===== config.mk =====
export PLATFORM = sky130hd
export DESIGN_NAME = reflow_profile_ramp_controller_unit
export DESIGN_NICKNAME = d
export VERILOG_FILES = /design/src/hw/rtl/rprc_pkg.sv /design/src/hw/rtl/reflow_profile_ramp_controller_unit.sv
export SDC_FILE = /design/constraint.sdc
export NUM_CORES = 2
export LEC_CHECK = 0
export BUFFER_PORTS_ARGS = -buffer_cell sky130_fd_sc_hd__buf_2
export CAP_MARGIN = 25
export CORE_MARGIN = 2
export CORE_UTILIZATION = 30
export DETAILED_ROUTE_END_ITERATION = 7
export GPL_ROUTABILITY_DRIVEN = 0
export HOLD_SLACK_MARGIN = 0.12
export PLACE_DENSITY = 0.49
export SYNTH_ARGS = -nofsm -noshare
export SYNTH_HDL_FRONTEND = slang
export SYNTH_SLANG_ARGS = --single-unit

===== constraint.sdc =====
create_clock -name clk -period 25.1 [get_ports clk]
set_input_delay 1.255 -clock clk [delete_from_list [all_inputs] [get_ports clk]]
set_output_delay 1.255 -clock clk [all_outputs]
set_load 0.01 [all_outputs]

===== src/hw/rtl/rprc_pkg.sv =====
// ----------------------------------------------------------------------------
// Reflow profile ramp controller package
// Widths, codes, state encodings and profile lookup helpers shared by the
// controller.
// ----------------------------------------------------------------------------
package rprc_pkg;

  // Profile geometry
  localparam int MAX_PHASES = 10;
  localparam int NUM_WORDS  = 5;
  localparam int WORD_W     = 64;
  localparam int HALF_W     = 32;
  localparam int PHASE_W    = 4;
  localparam int DUR_W      = 16;
  localparam int TGT_W      = 16;
  localparam int START_W    = 10;
  localparam int START_RST  = 25;
  localparam int CFG_IDX_W  = 3;

  // Stream payload widths
  localparam int SAMPLE_W   = 12;
  localparam int SP_W       = 12;
  localparam int CMD_W      = 2;
  localparam int MODE_W     = 2;
  localparam int IN_DATA_W  = 16;
  localparam int OUT_DATA_W = 40;

  // Arithmetic widths
  localparam int MUL_OP_W   = 17;
  localparam int PROD_W     = 34;
  localparam int ACC_W      = 35;
  localparam int NUM_W      = 37;
  localparam int REM_W      = 28;
  localparam int DIV_IDX_W  = 4;

  typedef logic [NUM_WORDS-1:0][WORD_W-1:0] profile_t;

  // Run mode, reported as run_status
  typedef enum logic [MODE_W-1:0] {
    MODE_IDLE  = 2'd0,
    MODE_ARMED = 2'd1,
    MODE_RUN   = 2'd2
  } mode_t;

  // Input beat kinds
  typedef enum logic [CMD_W-1:0] {
    CMD_TICK    = 2'd0,
    CMD_PRESS   = 2'd1,
    CMD_RELEASE = 2'd2
  } cmd_t;

  // Configuration register indexes
  typedef enum logic [CFG_IDX_W-1:0] {
    CFG_WORD0 = 3'd0,
    CFG_WORD1 = 3'd1,
    CFG_WORD2 = 3'd2,
    CFG_WORD3 = 3'd3,
    CFG_WORD4 = 3'd4,
    CFG_COUNT = 3'd5,
    CFG_START = 3'd6
  } cfg_idx_t;

  // Sequencer states
  typedef enum logic [9:0] {
    ST_IDLE  = 10'b0000000001,
    ST_SCAN  = 10'b0000000010,
    ST_EVAL  = 10'b0000000100,
    ST_MUL_A = 10'b0000001000,
    ST_MUL_B = 10'b0000010000,
    ST_MUL_C = 10'b0000100000,
    ST_CHECK = 10'b0001000000,
    ST_DIV   = 10'b0010000000,
    ST_POST  = 10'b0100000000,
    ST_DONE  = 10'b1000000000
  } state_t;

  // One phase entry; phases beyond the table read as zero.
  function automatic logic [HALF_W-1:0] phase_half(input profile_t words,
                                                   input logic [PHASE_W-1:0] p);
    logic [HALF_W-1:0] half;
    half = '0;
    if (p < PHASE_W'(MAX_PHASES)) begin
      half = p[0] ? words[p[PHASE_W-1:1]][WORD_W-1:HALF_W]
                  : words[p[PHASE_W-1:1]][HALF_W-1:0];
    end
    return half;
  endfunction

  function automatic logic [DUR_W-1:0] phase_dur(input profile_t words,
                                                 input logic [PHASE_W-1:0] p);
    logic [HALF_W-1:0] half;
    half = phase_half(words, p);
    return half[DUR_W-1:0];
  endfunction

  function automatic logic [TGT_W-1:0] phase_tgt(input profile_t words,
                                                 input logic [PHASE_W-1:0] p);
    logic [HALF_W-1:0] half;
    half = phase_half(words, p);
    return half[HALF_W-1:DUR_W];
  endfunction

endpackage


===== src/hw/rtl/reflow_profile_ramp_controller_unit.sv =====
// ----------------------------------------------------------------------------
// Reflow profile ramp controller
// Runs a profile of up to ten ramp phases and drives a heater relay by
// comparing each thermocouple sample against the linear ramp setpoint.
// ----------------------------------------------------------------------------
// One input beat yields one result beat; a finished beat waits in the
// sequencer until the output register is free or being read. A tick while
// running walks one shared 17 x 17 signed multiplier three times (start offset
// times duration, rise times elapsed seconds, sample times duration), makes
// one compare and then, unless the setpoint is zero or saturated, runs a
// twelve step restoring division of the ramp numerator by the duration; a run
// start or a phase change scans the profile one phase per cycle for the next
// phase of nonzero duration. The input side is ready only while the sequencer
// is idle; a finished result waits in the output register, so the next beat
// can be taken while the previous result is still pending.
module reflow_profile_ramp_controller_unit (
  input  logic                            clk,
  input  logic                            rst_n,
  // Input stream
  input  logic                            in_tvalid,
  output logic                            in_tready,
  // in_tdata: sample_quarter_deg [11:0], zero fill above
  input  logic [rprc_pkg::IN_DATA_W-1:0]  in_tdata,
  // in_tuser: command [1:0]
  input  logic [rprc_pkg::CMD_W-1:0]      in_tuser,
  // Result stream
  output logic                            out_tvalid,
  input  logic                            out_tready,
  // out_tdata: relay_on [0], setpoint_quarter_deg [12:1], phase_index [16:13],
  //   elapsed_seconds [32:17], run_status [34:33], run_aborted [35], zero fill
  output logic [rprc_pkg::OUT_DATA_W-1:0] out_tdata,
  // out_tlast: run_finished
  output logic                            out_tlast,
  // Configuration write port
  input  logic                            cfg_we,
  input  logic [rprc_pkg::CFG_IDX_W-1:0]  cfg_addr,
  input  logic [rprc_pkg::WORD_W-1:0]     cfg_wdata
);
  import rprc_pkg::*;

  // Configuration registers
  profile_t               profile_r;
  logic [PHASE_W-1:0]     phase_count_r;
  logic [START_W-1:0]     start_temp_r;

  // Run state
  state_t                 state_r, state_nxt;
  mode_t                  mode_r;
  logic [PHASE_W-1:0]     cur_phase_r;
  logic [DUR_W-1:0]       sec_r;
  logic                   relay_r;

  // Work registers for the current beat
  logic                   tick_r;
  logic [SAMPLE_W-1:0]    sample_r;
  logic [PHASE_W-1:0]     wp_r;
  logic [DUR_W-1:0]       we_r;
  logic [PHASE_W-1:0]     scan_p_r;
  logic signed [PROD_W-1:0] prod_r;
  logic signed [ACC_W-1:0]  acc_r;
  logic [REM_W-1:0]       rem_r;
  logic [DIV_IDX_W-1:0]   div_i_r;
  logic [SP_W-1:0]        sp_r;
  logic                   fin_r;
  logic                   abt_r;

  // Output register
  logic                   out_valid_r;
  logic                   out_relay_r;
  logic [SP_W-1:0]        out_sp_r;
  logic [PHASE_W-1:0]     out_phase_r;
  logic [DUR_W-1:0]       out_elapsed_r;
  mode_t                  out_status_r;
  logic                   out_fin_r;
  logic                   out_abt_r;

  // Combinational helpers
  logic                     accept;
  logic                     out_load;
  logic [DUR_W-1:0]         dur_w;
  logic [TGT_W-1:0]         tgt_w;
  logic [TGT_W-1:0]         off_w;
  logic [PHASE_W-1:0]       lim_w;
  logic [DUR_W-1:0]         scan_dur_w;
  logic                     scan_in_range;
  logic signed [MUL_OP_W-1:0] mul_a;
  logic signed [MUL_OP_W-1:0] mul_b;
  logic signed [PROD_W-1:0]   mul_p;
  logic signed [NUM_W-1:0]    num_w;
  logic signed [NUM_W-1:0]    sd_w;
  logic signed [NUM_W-1:0]    dsat_w;
  logic                     sp_zero;
  logic                     sp_sat;
  logic [REM_W-1:0]         dsh_w;
  logic                     rem_ge;

  assign in_tready = (state_r == ST_IDLE);
  assign accept    = in_tvalid && in_tready;
  assign out_load  = (state_r == ST_DONE) && (!out_valid_r || out_tready);

  // Phase operands of the phase being worked on
  assign dur_w = phase_dur(profile_r, wp_r);
  assign tgt_w = phase_tgt(profile_r, wp_r);
  assign off_w = (wp_r == '0) ? {{(TGT_W-START_W){1'b0}}, start_temp_r}
                              : phase_tgt(profile_r, wp_r - PHASE_W'(1));

  // Phase limit and scan lookup
  assign lim_w = (phase_count_r > PHASE_W'(MAX_PHASES)) ? PHASE_W'(MAX_PHASES)
                                                         : phase_count_r;
  assign scan_dur_w    = phase_dur(profile_r, scan_p_r);
  assign scan_in_range = (scan_p_r < lim_w);

  // Shared multiplier operand selection
  always_comb begin
    unique case (state_r)
      ST_MUL_A: begin
        mul_a = $signed({1'b0, off_w});
        mul_b = $signed({1'b0, dur_w});
      end
      ST_MUL_B: begin
        mul_a = $signed({1'b0, tgt_w}) - $signed({1'b0, off_w});
        mul_b = $signed({1'b0, we_r});
      end
      default: begin
        mul_a = $signed({{(MUL_OP_W-SAMPLE_W){1'b0}}, sample_r});
        mul_b = $signed({1'b0, dur_w});
      end
    endcase
  end

  assign mul_p = mul_a * mul_b;

  // Ramp numerator 4 * (off * d + (tgt - off) * e) and its comparisons
  assign num_w   = $signed({acc_r, 2'b00});
  assign sd_w    = NUM_W'(prod_r);
  assign dsat_w  = $signed({{(NUM_W-DUR_W-SP_W){1'b0}}, dur_w, {SP_W{1'b0}}});
  assign sp_zero = (dur_w == '0) || num_w[NUM_W-1];
  assign sp_sat  = (num_w >= dsat_w);

  // One restoring division step
  assign dsh_w  = {{(REM_W-DUR_W){1'b0}}, dur_w} << div_i_r;
  assign rem_ge = (rem_r >= dsh_w);

  // Sequencer
  always_comb begin
    state_nxt = state_r;
    unique case (state_r)
      ST_IDLE: begin
        if (accept) begin
          if (in_tuser == CMD_RELEASE && mode_r == MODE_ARMED) begin
            state_nxt = ST_SCAN;
          end else if (in_tuser == CMD_TICK && mode_r == MODE_RUN) begin
            state_nxt = ST_MUL_A;
          end else begin
            state_nxt = ST_EVAL;
          end
        end
      end
      ST_SCAN: begin
        if (!(scan_in_range && scan_dur_w == '0)) begin
          state_nxt = tick_r ? ST_DONE : ST_EVAL;
        end
      end
      ST_EVAL: begin
        state_nxt = (mode_r == MODE_RUN) ? ST_MUL_A : ST_DONE;
      end
      ST_MUL_A: state_nxt = ST_MUL_B;
      ST_MUL_B: state_nxt = ST_MUL_C;
      ST_MUL_C: state_nxt = ST_CHECK;
      ST_CHECK: begin
        state_nxt = (sp_zero || sp_sat) ? ST_POST : ST_DIV;
      end
      ST_DIV: begin
        if (div_i_r == '0) begin
          state_nxt = ST_POST;
        end
      end
      ST_POST: begin
        state_nxt = (tick_r && we_r >= dur_w) ? ST_SCAN : ST_DONE;
      end
      ST_DONE: begin
        if (out_load) begin
          state_nxt = ST_IDLE;
        end
      end
      default: state_nxt = ST_IDLE;
    endcase
  end

  // Control state, configuration and result handshake
  always_ff @(posedge clk) begin
    if (!rst_n) begin
      state_r       <= ST_IDLE;
      mode_r        <= MODE_IDLE;
      cur_phase_r   <= '0;
      sec_r         <= '0;
      relay_r       <= 1'b0;
      out_valid_r   <= 1'b0;
      profile_r     <= '0;
      phase_count_r <= '0;
      start_temp_r  <= START_W'(START_RST);
    end else begin
      state_r <= state_nxt;

      // Configuration writes
      if (cfg_we) begin
        unique case (cfg_addr) inside
          CFG_WORD0, CFG_WORD1, CFG_WORD2, CFG_WORD3, CFG_WORD4: begin
            profile_r[cfg_addr] <= cfg_wdata;
          end
          CFG_COUNT: phase_count_r <= cfg_wdata[PHASE_W-1:0];
          CFG_START: start_temp_r  <= cfg_wdata[START_W-1:0];
          default: ;
        endcase
      end

      // Button commands and the elapsed second on a tick
      if (accept) begin
        unique case (in_tuser)
          CMD_PRESS: begin
            if (mode_r == MODE_IDLE) begin
              mode_r <= MODE_ARMED;
            end else if (mode_r == MODE_RUN) begin
              mode_r      <= MODE_IDLE;
              relay_r     <= 1'b0;
              cur_phase_r <= '0;
              sec_r       <= '0;
            end
          end
          CMD_TICK: begin
            if (mode_r == MODE_RUN) begin
              sec_r <= sec_r + DUR_W'(1);
            end
          end
          default: ;
        endcase
      end

      // Next phase of nonzero duration, or the end of the run
      if (state_r == ST_SCAN) begin
        if (!scan_in_range) begin
          mode_r      <= MODE_IDLE;
          relay_r     <= 1'b0;
          cur_phase_r <= '0;
          sec_r       <= '0;
        end else if (scan_dur_w != '0) begin
          mode_r      <= MODE_RUN;
          cur_phase_r <= scan_p_r;
          sec_r       <= '0;
        end
      end

      // Relay follows the exact cross-multiplied comparison on a tick
      if (state_r == ST_CHECK && tick_r) begin
        relay_r <= (sd_w < num_w);
      end

      // Output register valid
      if (out_load) begin
        out_valid_r <= 1'b1;
      end else if (out_tready) begin
        out_valid_r <= 1'b0;
      end
    end
  end

  // Work datapath
  always_ff @(posedge clk) begin
    unique case (state_r)
      ST_IDLE: begin
        if (accept) begin
          tick_r   <= (in_tuser == CMD_TICK) && (mode_r == MODE_RUN);
          sample_r <= in_tdata[SAMPLE_W-1:0];
          sp_r     <= '0;
          fin_r    <= 1'b0;
          abt_r    <= (in_tuser == CMD_PRESS) && (mode_r == MODE_RUN);
          scan_p_r <= '0;
          wp_r     <= cur_phase_r;
          we_r     <= sec_r + DUR_W'(1);
        end
      end
      ST_SCAN: begin
        if (!scan_in_range) begin
          fin_r <= 1'b1;
        end else if (scan_dur_w == '0) begin
          scan_p_r <= scan_p_r + PHASE_W'(1);
        end
      end
      ST_EVAL: begin
        wp_r <= cur_phase_r;
        we_r <= sec_r;
      end
      ST_MUL_A: begin
        prod_r <= mul_p;
      end
      ST_MUL_B: begin
        prod_r <= mul_p;
        acc_r  <= ACC_W'(prod_r);
      end
      ST_MUL_C: begin
        prod_r <= mul_p;
        acc_r  <= acc_r + ACC_W'(prod_r);
      end
      ST_CHECK: begin
        if (!sp_zero && sp_sat) begin
          sp_r <= {SP_W{1'b1}};
        end
        rem_r   <= num_w[REM_W-1:0];
        div_i_r <= DIV_IDX_W'(SP_W - 1);
      end
      ST_DIV: begin
        if (rem_ge) begin
          rem_r            <= rem_r - dsh_w;
          sp_r[div_i_r]    <= 1'b1;
        end
        div_i_r <= div_i_r - DIV_IDX_W'(1);
      end
      ST_POST: begin
        scan_p_r <= wp_r + PHASE_W'(1);
      end
      ST_DONE: begin
        if (out_load) begin
          out_relay_r   <= relay_r;
          out_sp_r      <= sp_r;
          out_phase_r   <= wp_r;
          out_elapsed_r <= we_r;
          out_status_r  <= mode_r;
          out_fin_r     <= fin_r;
          out_abt_r     <= abt_r;
        end
      end
      default: ;
    endcase
  end

  // Result beat
  assign out_tvalid = out_valid_r;
  assign out_tlast  = out_fin_r;
  assign out_tdata  = {{(OUT_DATA_W-36){1'b0}}, out_abt_r, out_status_r,
                       out_elapsed_r, out_phase_r, out_sp_r, out_relay_r};

endmodule

==> metrics.cfg <==
[synth]
synthArstFlopShare=0
yosysMostFrequentCell=nand2_1
synthCells=4680
synth_common_cells=nand2_1 (975), inv_1 (428), dfxtp_1 (368)
synth_area_leaders=dfxtp_1 (17%), edfxtp_1 (13%), fa_1 (13%), nand2_1 (8.7%), ha_1 (7.2%)
ys_seq_area_frac=0.309
synth_edf_count=189
synth_top_area_frac=0.175
yosysUniqueCellTypes=91
ys_seq_elements=557
yosys_warnings=0
synth_top_flop_cell=dfxtp_1
avgSynthCellArea_um2=9.01
syn-cell-area_um2=42200
yosysTopAreaCell=dfxtp_1

[floorplan]
fp.dieH_um=379
core_area_um2=140000
start_util=0.302
rows=137
die_area_um2=144000
num_io_pins=133
die_x_um=379

[global_route]
antenna_found_initial=10
grt_pass1_wl_um=206000
grt_max_degree=111
grt_pass1_vias=33300
grt_overflow=0
grt_use_total=0.186

[detailed_routing]
drt_iter0_drc=2338
dr.pass1.iters=5
vias=33500
postRouteAntennaNets=0
wl_per_cell_um=20.0
routed_wl_um=133000
drcViolationCount=0
viasPerCell=5.04

[critical_path]
critical_path.slowest_cell=a21oi_1
crit_path_end_kind=flop
start_kind=flop
cp.required_ns=25.46
worstPathArrival_ns=12.58
crit_type=flop to flop
worst-path-max-fanout=35
slowest_delay_ns=0.82
crit_top_cell=fa_1

[timing]
fmax_ghz=0.0818
worst_pin_slew_ns=1.12
grt_setup_unrepaired=no
hold_viol_final=0
slew_viol_final=0
finalCriticalPeriod_ns=12.22
skew_ns=0.0412
slew_headroom=0.246
setup_tns_ns=0
setup_violations=0
finalCritPeriodShare=0.487

[power_and_ir_drop]
p_per_area_nw_per_um2=55.2
p_total_w=0.00261
power.leakage_nw=19.2
ir_drop_v=0.0000537

[cells_and_area]
finalNonFillerCells=6654
nNetsFinal=5335
area_growth_pct=11.9
post-route-cell-area_um2=47200
drive_gt1_frac=0.103

[placement]
dp_hpwl_um=96600
placed_cell_area_um2=44800
io_buffers=124
dp.cells=6521

[clocking]
clk_pin_slew_ns=0.06
ctsHoldBuffers=0
cts_tree=built
postCtsSetupBuffers=0
htreeDepth=3
clk_latency_ns=0.65
clock_path_buffers=3
cts.sinks=557
root_buffer=clkbuf_16
cts_resized=0
cts_made_buffers=70

[flow_run]
max_cap_viol_count=0

[outcome]
status=finished, final reports clean

[min_path]
min_path_type=flop to flop

-- cell usage in the layout, fill, tap and decap left out, types with 16 or more instances in the layout --
master     count
mux2i_1       94
buf_2        124
a21boi_0     329
nand2_1      972
dfxtp_1      368
nor2b_1       53
and2_1        18
clkbuf_16     75
nand3_1       53
xnor2_1       67
nor3_1        53
nor4_1        38
o22ai_1       48
nand2b_1      40
a21o_1        57
o21ai_1       20
a22oi_1       18
buf_4         64
o21a_1        30
inv_1        428
mux4_2        80
nor2_1       261
xor2_1        43
edfxtp_1     189
nand4_1       26
fa_1         282
clkbuf_8      16
and3_1        25
mux2_2        42
o221ai_1      16
ha_1         241
a21oi_1      159
o21ai_0      167
-- sequential cells by signal, indices dropped and copies added, names as in the netlist, 4 cells and up --
signal / cells
wp_r: 4
start_temp_r: 10
prod_r: 34
state_r: 10
scan_p_r: 4
out_phase_r: 4
profile_r: 320
acc_r: 35
out_sp_r: 12
sp_r: 12
phase_count_r: 4
out_elapsed_r: 16
sample_r: 12
div_i_r: 4
we_r: 16
sec_r: 16
rem_r: 28
cur_phase_r: 4
-- worst max-delay path: cells and delay by family, from the launching register on --
family	cells	cell delay, ns
XOR/XNOR	3	0.41
AO/OA/AOI/OAI	14	3.44
AND/OR/NAND/NOR	8	1.49
buffers and inverters	10	1.67
adder cells (fa/ha/maj)	10	4.42
flip-flops	1	0.41
-- per-layer routing --
metal	share of wire	up-vias	GRT usage
met5	0.00032	-	0
met2	0.46	745	0.303
met1	0.47	16600	0.257
li1	-	16000	-
met3	0.053	166	0.0307
met4	0.018	6	0.0392
-- cells by family (layout without fill, tap and decap cells) --
family | after synthesis | count (layout) | synth area share
AND/OR/NAND/NOR | 1622 | 1622 | 0.167
AO/OA/AOI/OAI | 986 | 986 | 0.157
buffers and inverters | 660 | 754 | 0.0613
flip-flops | 557 | 557 | 0.309
adder cells (fa/ha/maj) | 524 | 524 | 0.206
multiplexers | 218 | 218 | 0.0767
XOR/XNOR | 112 | 112 | 0.0236
other | 1 | 5 | 0.0000889
-- stage by stage --
| stage | hold WS [ns] | setup slack, ns | util |
|---|---|---|---|
| after CTS | 0.424 | 12.40 | 0.338 |
| after global routing | 0.430 | 11.98 | 0.338 |
| after floorplan | 0.400 | 14.47 | - |
| after detailed placement | 0.410 | 12.46 | 0.321 |
| after global placement | 0.405 | 12.55 | 0.321 |
| final | 0.426 | 12.88 | 0.338 |
-- final timing paths --
path                  startpoint    endpoint  slack (ns)  cells after the start
hold / removal    cur_phase_r[3]     wp_r[3]        0.43                      0
setup reg to reg         wp_r[0]  prod_r[33]       12.88                     45
setup / recovery         wp_r[0]  prod_r[33]       12.88                     45
hold reg to reg   cur_phase_r[3]     wp_r[3]        0.43                      0
-- area by class of cell --
class / instances / area, um2
Inverter: 433 / 1630
Sequential cell: 557 / 13000
Tap cell: 1876 / 2350
Timing Repair Buffer: 193 / 1170
Fill cell: 14600 / 92300
Multi-Input combinational cell: 3466 / 26700
Clock inverter: 28 / 226
Clock buffer: 100 / 2120
Antenna cell: 1 / 2.50
-- report_power, final --
group	internal [W]	leakage [nW]	switching (W)
logic	0.000210	13.3	0.000363
registers	0.000971	4.71	0.0000326
clock network	0.000610	1.16	0.000420
No activity file was read; power rests on OpenSTA's default activity.
